<file path="src/rtl/core/kss_pkg.sv">
// Shared constants, types and sequencer codes for the rank selection unit.
// Used by kss_cell, kth_smallest_select_unit and kss_chk.
package kss_pkg;

  localparam int unsigned DEPTH   = 64;
  localparam int unsigned IDX_W   = $clog2(DEPTH);
  localparam int unsigned CNT_W   = $clog2(DEPTH + 1);
  localparam int unsigned DATA_W  = 32;
  localparam int unsigned IN_TDATA_W  = 40;
  localparam int unsigned OUT_TDATA_W = 32;
  localparam int unsigned OUT_TUSER_W = 2;

  localparam logic [1:0] ST_IDLE  = 2'd0;
  localparam logic [1:0] ST_SHIFT = 2'd1;
  localparam logic [1:0] ST_LOAD  = 2'd2;

  typedef struct packed {
    logic                     insert;
    logic                     shift;
    logic signed [DATA_W-1:0] key;
  } cell_ctrl_t;

endpackage

</file>
<file path="src/rtl/core/kss_cell.sv">
// One cell of the ordered insertion chain: holds one value, takes the new key,
// its left neighbor's value or its right neighbor's value. Depends on kss_pkg.
module kss_cell
  import kss_pkg::*;
(
  input  logic                     clk_i,
  input  cell_ctrl_t               ctrl_i,
  input  logic                     occ_i,
  input  logic signed [DATA_W-1:0] prev_val_i,
  input  logic                     prev_gt_i,
  input  logic signed [DATA_W-1:0] next_val_i,
  output logic signed [DATA_W-1:0] val_o,
  output logic                     gt_o
);

  logic signed [DATA_W-1:0] val_q;
  logic signed [DATA_W-1:0] val_d;

  // A free cell counts as larger than any key, so the key lands at the first one.
  assign gt_o = !occ_i || (val_q > ctrl_i.key);
  assign val_o = val_q;

  always_comb begin
    val_d = val_q;
    if (ctrl_i.shift) begin
      val_d = next_val_i;
    end else if (ctrl_i.insert && gt_o) begin
      val_d = prev_gt_i ? prev_val_i : ctrl_i.key;
    end
  end

  always_ff @(posedge clk_i) begin
    val_q <= val_d;
  end

endmodule

</file>
<file path="config.mk">
export PLATFORM = sky130hd
export DESIGN_NAME = kss_cell
export DESIGN_NICKNAME = d
export VERILOG_FILES = /design/src/rtl/core/kss_pkg.sv /design/src/rtl/core/kss_cell.sv
export SDC_FILE = /design/constraint.sdc
export NUM_CORES = 1
export LEC_CHECK = 0
export BUFFER_PORTS_ARGS = -buffer_cell sky130_fd_sc_hd__buf_2
export CORE_MARGIN = 3
export CORE_UTILIZATION = 35
export DETAILED_ROUTE_END_ITERATION = 10
export PLACE_DENSITY_LB_ADDON = 0.1
export SLEW_MARGIN = 20
export SYNTH_ARGS = -nofsm -noshare
export SYNTH_HDL_FRONTEND = slang
export SYNTH_SLANG_ARGS = --single-unit
</file>
<file path="constraint.sdc">
create_clock -name clk_i -period 3.3 [get_ports clk_i]
set_clock_uncertainty 0.2 [all_clocks]
set_input_delay 0.33 -clock clk_i [delete_from_list [all_inputs] [get_ports clk_i]]
set_output_delay 0.33 -clock clk_i [all_outputs]
set_load 0.01 [all_outputs]
</file>
==> results of run 1 <==
## Yosys cell counts
library cell  number
and4_1             1
nand4_2            1
a21o_1             3
ha_1              32
o21ai_0           35
edfxtp_1          32
a211oi_1           2
inv_1             35
o221ai_1           1
nand2_1           38
o31ai_1            1
mux2i_1           32
nand4_1            5
clkbuf_1           8
nand3_1            5
o211a_1            2
nand2b_1           1
a21oi_1           14
nor4_2             2
o21a_1             1
buf_2              3
o21ai_1            2
a2111oi_2          1
or2_1              1
nor2_1             2
## cell families (layout without fill, tap and decap cells)
logic type | count (synthesis) | count (layout) | synth area share
AOI/OAI and AO/OA | 62 | 62 | 0.142
and+or+nand+nor | 56 | 56 | 0.107
buffers and inverters | 46 | 179 | 0.0713
adders and majority gates | 32 | 32 | 0.162
muxes | 32 | 32 | 0.129
DFF | 32 | 32 | 0.388
## area by class of cell
cell class                 instances  area share
timing repair buffer             136       0.207
inverter                          35      0.0395
sequential                        32       0.289
multi-input combinational        182       0.405
clock inverter                     1     0.00113
tap                               96      0.0361
clock buffer                       7      0.0229
## layer usage
layer,routed length [um],up-vias,share of wire,track usage
li1,-,1191,-,-
met1,2890,988,0.46,0.203
met2,2860,78,0.45,0.254
met3,453,9,0.072,0.0410
met4,120,0,0.019,0.0536
met5,0,-,0,0
## worst paths after layout
kind / slack (ns) / start / end
setup / recovery: 0.54 / val_o[14]$_DFFE_PP_ / gt_o
hold / removal: 0.13 / next_val_i[2] / val_o[2]$_DFFE_PP_
setup reg to reg: 0.70 / val_o[14]$_DFFE_PP_ / val_o[2]$_DFFE_PP_
hold reg to reg: 1.08 / val_o[30]$_DFFE_PP_ / val_o[11]$_DFFE_PP_
## worst max-delay path, stage by stage (launching register included)
cell and delay, ns:
edfxtp_1 0.42, ha_1 0.33, nand4_2 0.16, nor4_2 0.33
a211oi_1 0.13, o211a_1 0.29, o21ai_1 0.13, buf_2 0.16
## stage by stage
| stage | total power [mW] | std cells | instance area (sq um) |
|---|---|---|---|
| floorplan | 0.764 | 260 | 2480 |
| global placement | 0.930 | 481 | 3250 |
| detailed placement | 0.938 | 481 | 3250 |
| CTS | 1.23 | 489 | 3330 |
| global route | 1.31 | 489 | 3330 |
| finish | 1.21 | 489 | 3330 |
## power by group through the flow
stage	Combinational [mW]	Clock, mW	Sequential, mW
3_5_place_dp	0.390	0	0.549
4_1_cts	0.392	0.301	0.540
3_3_place_gp	0.383	0	0.547
6_report	0.384	0.286	0.539
5_1_grt	0.439	0.322	0.545
2_1_floorplan	0.193	0	0.570
==> results.toml, run 1 <==
[die]
io_pins = 134
fp.coreArea_sq_um = 6830
dieArea_sq_um = 8120
start_util = 0.362
rows = 30
fp.dieW_um = 90.1
die_y_um = 90.1

[placement]
io_buffers = 133
dpl.hpwl_mm = 5.18
gp_congestion = 0.742
dp_slack_ns = 0.644

[final_layout]
nNetsFinal = 525
largest_reg_flops = 32
post-route-util = 0.487
multiInputGateArea_sq_um = 1350
final_common_cell = "buf_2"
nFillCells = 706
regArea_sq_um = 961
final_cell_mix = "133 x buf_2, 38 x nand2_1, 35 x inv_1, 35 x o21ai_0"
antenna_cells = 0
areaGrowthSynthToFinish_pct = 34.5
drive_gt1_frac = 0.372

[cts]
cts_resized = 0
hold_buffers = 0
clock-sinks = 32
cts_buffers = 5
cts_setup_buffers = 0
clock_path_buffers = 2
clkLatencyLatePin_ns = 0.28
cts-root-buf = "clkbuf_8"
clk_pin_slew_worst_paths_ns = 0.07
h-tree-depth = 2
cts_tree = "built"

[yosys]
netlist.area_leader.share = 0.388
ys_seq_area_frac = 0.388
ys_types = 25
ys_seq_elements = 32
yosysTopAreaCell = "edfxtp_1"
synth_warnings = 0
synth_area_sq_um = 2470
syn_area_per_cell_sq_um = 9.52
synth_area_leaders = "edfxtp_1 39%, ha_1 16%, mux2i_1 13%"
synth_fp_nets = 393
synthCells = 260

[timing]
timing.fmax_ghz = 0.363
finalMaxSlewViolations = 0
tightest_slew_ns = 0.965
rsz0062_at_grt = "no"
fin_ws_ns = 0.544
tns_ns = 0
period_needed_ns = 2.76
setup_violations = 0
min_period_over_period = 0.835
hold_viol = 0
max_slew_margin = 0.357
whs_ns = 0.127

[pwr]
p_clk_frac = 0.237
p_sw_mw = 0.374
p_leak_nw = 1.77
irDropWorstVdd_v = 0.000185
p_per_area_nw_per_um2 = 363
p_seq_frac = 0.446
pwr-share-comb = 0.318
switching_share = 0.309
p_int_mw = 0.835

[min_path]
hold_depth = 3
holdCritPathClass = "input port to register"

[drt]
routed_wl_mm = 6.32
wl_per_cell_um = 12.9
drtIter0Drc = 46
viasPerCell = 4.63
vias = 2266
antenna_left = 0
drc = 0
drt_pass1_iterations = 4

[setup_path]
critPathLaunchType = "register"
cp-end-kind = "primary output"
ff2ff_path_depth = 7
worstPathRequired_ns = 2.77
crit_fanout = 3
path_class = "register to primary output"
crit_arrival_ns = 2.23

[global_route]
grt_max_degree = 41
antenna_found_initial = 0
grt_pass1_vias = 2275
grt_pass1_wl_mm = 10.4
overflow = 0
grt_usage = 0.157

[outcome]
status = "finished clean"

[flow_run]
maxCapViolCount = 0
(Power assumes the default switching activity.)
==> run 2, diff against run 1 <==
==> constraint.sdc (replaced) <==
create_clock -name clk_i -period 2.45 [get_ports clk_i]
set_clock_uncertainty 0.2 [all_clocks]
set_input_delay 0.245 -clock clk_i [delete_from_list [all_inputs] [get_ports clk_i]]
set_output_delay 0.245 -clock clk_i [all_outputs]
set_load 0.01 [all_outputs]
==> run 2 against run 1 <==
Compared with the run above:
- the run now ends with setup timing left
- worst setup slack got worse by 0.68 ns
- worst hold slack worse by 0.091 ns
- clock-buffer cell count did not move
- critical path depth unchanged
- flip-flop and latch count unchanged
- final cell count rose by 2.2%
- cell area grew 4.8%
- first-iteration DRC count is 46% higher
- critical path type unchanged
- critical endpoint unchanged
- largest cell class unchanged
==> results.toml, run 2 (synthesized netlist as in run 1, its figures left out) <==
[cts]
clkLatencyLatePin_ns = 0.28
hold_buffers = 0
cts-root-buf = "clkbuf_8"
cts_buffers = 5
clock-sinks = 32
cts_tree = "built"
clk_pin_slew_worst_paths_ns = 0.07
clock_path_buffers = 2
h-tree-depth = 2

[setup_path]
worstPathRequired_ns = 2.01
crit_arrival_ns = 2.14
critPathLaunchType = "register"
crit_fanout = 2
cpPeakStageDelay_ns = 0.44
path_class = "register to primary output"
crit_chain = "ha_4 -> nand4_1 -> nor4_4 -> a211oi_2 -> o211a_1 -> o21ai_1 -> buf_2"
crit_slowest_cell = "edfxtp_1"
cp-end-kind = "primary output"

[outcome]
violations = "setup timing"
status = "finished with violations"

[die]
rows = 30
fp.dieW_um = 90.1
fp.coreArea_sq_um = 6830
dieArea_sq_um = 8120
die_y_um = 90.1
start_util = 0.362
io_pins = 134

[timing]
finalMaxSlewViolations = 0
max_slew_margin = 0.742
rsz0062_at_grt = "yes"
period_needed_ns = 2.59
whs_ns = 0.0363
tightest_slew_ns = 0.388
hold_viol = 0
setup_violations = 33
fin_ws_ns = -0.139
timing.fmax_ghz = 0.386
min_period_over_period = 1.06

[pwr]
irDropWorstVdd_v = 0.000216
pwr-share-comb = 0.338
p_per_area_nw_per_um2 = 481
p_seq_frac = 0.431
switching_share = 0.312
p_leak_nw = 1.84
p_sw_mw = 0.524
p_int_mw = 1.15
p_clk_frac = 0.230

[global_route]
grt_usage = 0.164
grt_pass1_wl_mm = 11.0
grt_pass1_vias = 2403
grt_max_degree = 25
overflow = 0
antenna_found_initial = 0

[final_layout]
antenna_cells = 0
largest_reg_flops = 32
nNetsFinal = 536
fin_area_sq_um = 3490
instances_no_fill = 500
final_common_cell = "buf_2"
drive_gt1_frac = 0.401
post-route-util = 0.511
areaGrowthSynthToFinish_pct = 41.0
final_cell_mix = "133 x buf_2, 38 x nand2_1, 35 x inv_1, 35 x o21ai_0"

[placement]
placed_cell_area_sq_um = 3320
io_buffers = 133
dp_slack_ns = -0.00392
dpl.hpwl_mm = 5.47
placed_cells = 489
gp_congestion = 0.722

[drt]
routed_wl_mm = 6.61
viasPerCell = 4.60
drc = 0
vias = 2300
wl_per_cell_um = 13.2
drt_pass1_iterations = 4
antenna_left = 0
drtIter0Drc = 67

[min_path]
holdCritPathClass = "input port to register"

[flow_run]
maxCapViolCount = 0
==> run 2: cell types whose count changed in the layout (fill, tap and decap cells not counted), moves of 2 or more <==
cell / before / now
buf_4: 3 / 12
nand3_2: 0 / 2
nand3_1: 5 / 3
ha_4: 0 / 2
ha_1: 32 / 30
==> run 2: area by class of cell <==
cell class	instances	area, sq um
tap	96	120
clock buffer	7	76.3
clock inverter	1	3.75
inverter	35	131
fill	702	3340
timing repair buffer	147	787
multi-input combinational	182	1410
sequential	32	961
==> run 2: worst max-delay path, delay by kind of cell, from the launching register on <==
family / cells / cell delay [ns]
AND/OR/NAND/NOR: 2 / 0.47
AO/OA/AOI/OAI: 3 / 0.50
buffers and inverters: 1 / 0.16
adder cells (fa/ha/maj): 1 / 0.31
flip-flops: 1 / 0.44
==> run 2: power groups by stage <==
stage               combinational (mW)  clock, mW  sequential [mW]
floorplan                        0.264          0            0.767
global placement                 0.540          0            0.732
detailed placement               0.544          0            0.736
CTS                              0.570      0.402            0.726
global route                     0.644      0.425            0.735
finish                           0.568      0.387            0.724
==> run 2: final timing paths <==
check,startpoint,end,slack (ns),cells after the start
worst max-delay path,val_o[6]$_DFFE_PP_,gt_o,-0.14,7
worst max register to register,val_o[6]$_DFFE_PP_,val_o[16]$_DFFE_PP_,-0.14,8
worst min-delay path,next_val_i[0],val_o[0]$_DFFE_PP_,0.04,3
worst min register to register,val_o[30]$_DFFE_PP_,val_o[23]$_DFFE_PP_,1.08,6
==> run 2: timing repair <==
item / in CTS / in global routing
pin swaps: 3 / 2
resized for setup: 5 / 3
setup endpoints to repair: 33 / 33
setup buffers: 3 / 0
==> run 2: layer usage <==
metal	vias to the layer above	part of all wire	global-route usage
li1	1217	-	-
met1	1002	0.45	0.208
met2	75	0.48	0.284
met3	6	0.064	0.0418
met4	0	0.0095	0.0344
met5	-	0	0
==> run 2: per-stage QoR <==
| stage | TNS [ns] | power, mW |
|---|---|---|
| global route | -7.60 | 1.80 |
| CTS | -3.76 | 1.70 |
| floorplan | -7.82 | 1.03 |
| global placement | 0 | 1.27 |
| finish | -4.07 | 1.68 |
| detailed placement | -0.0647 | 1.28 |
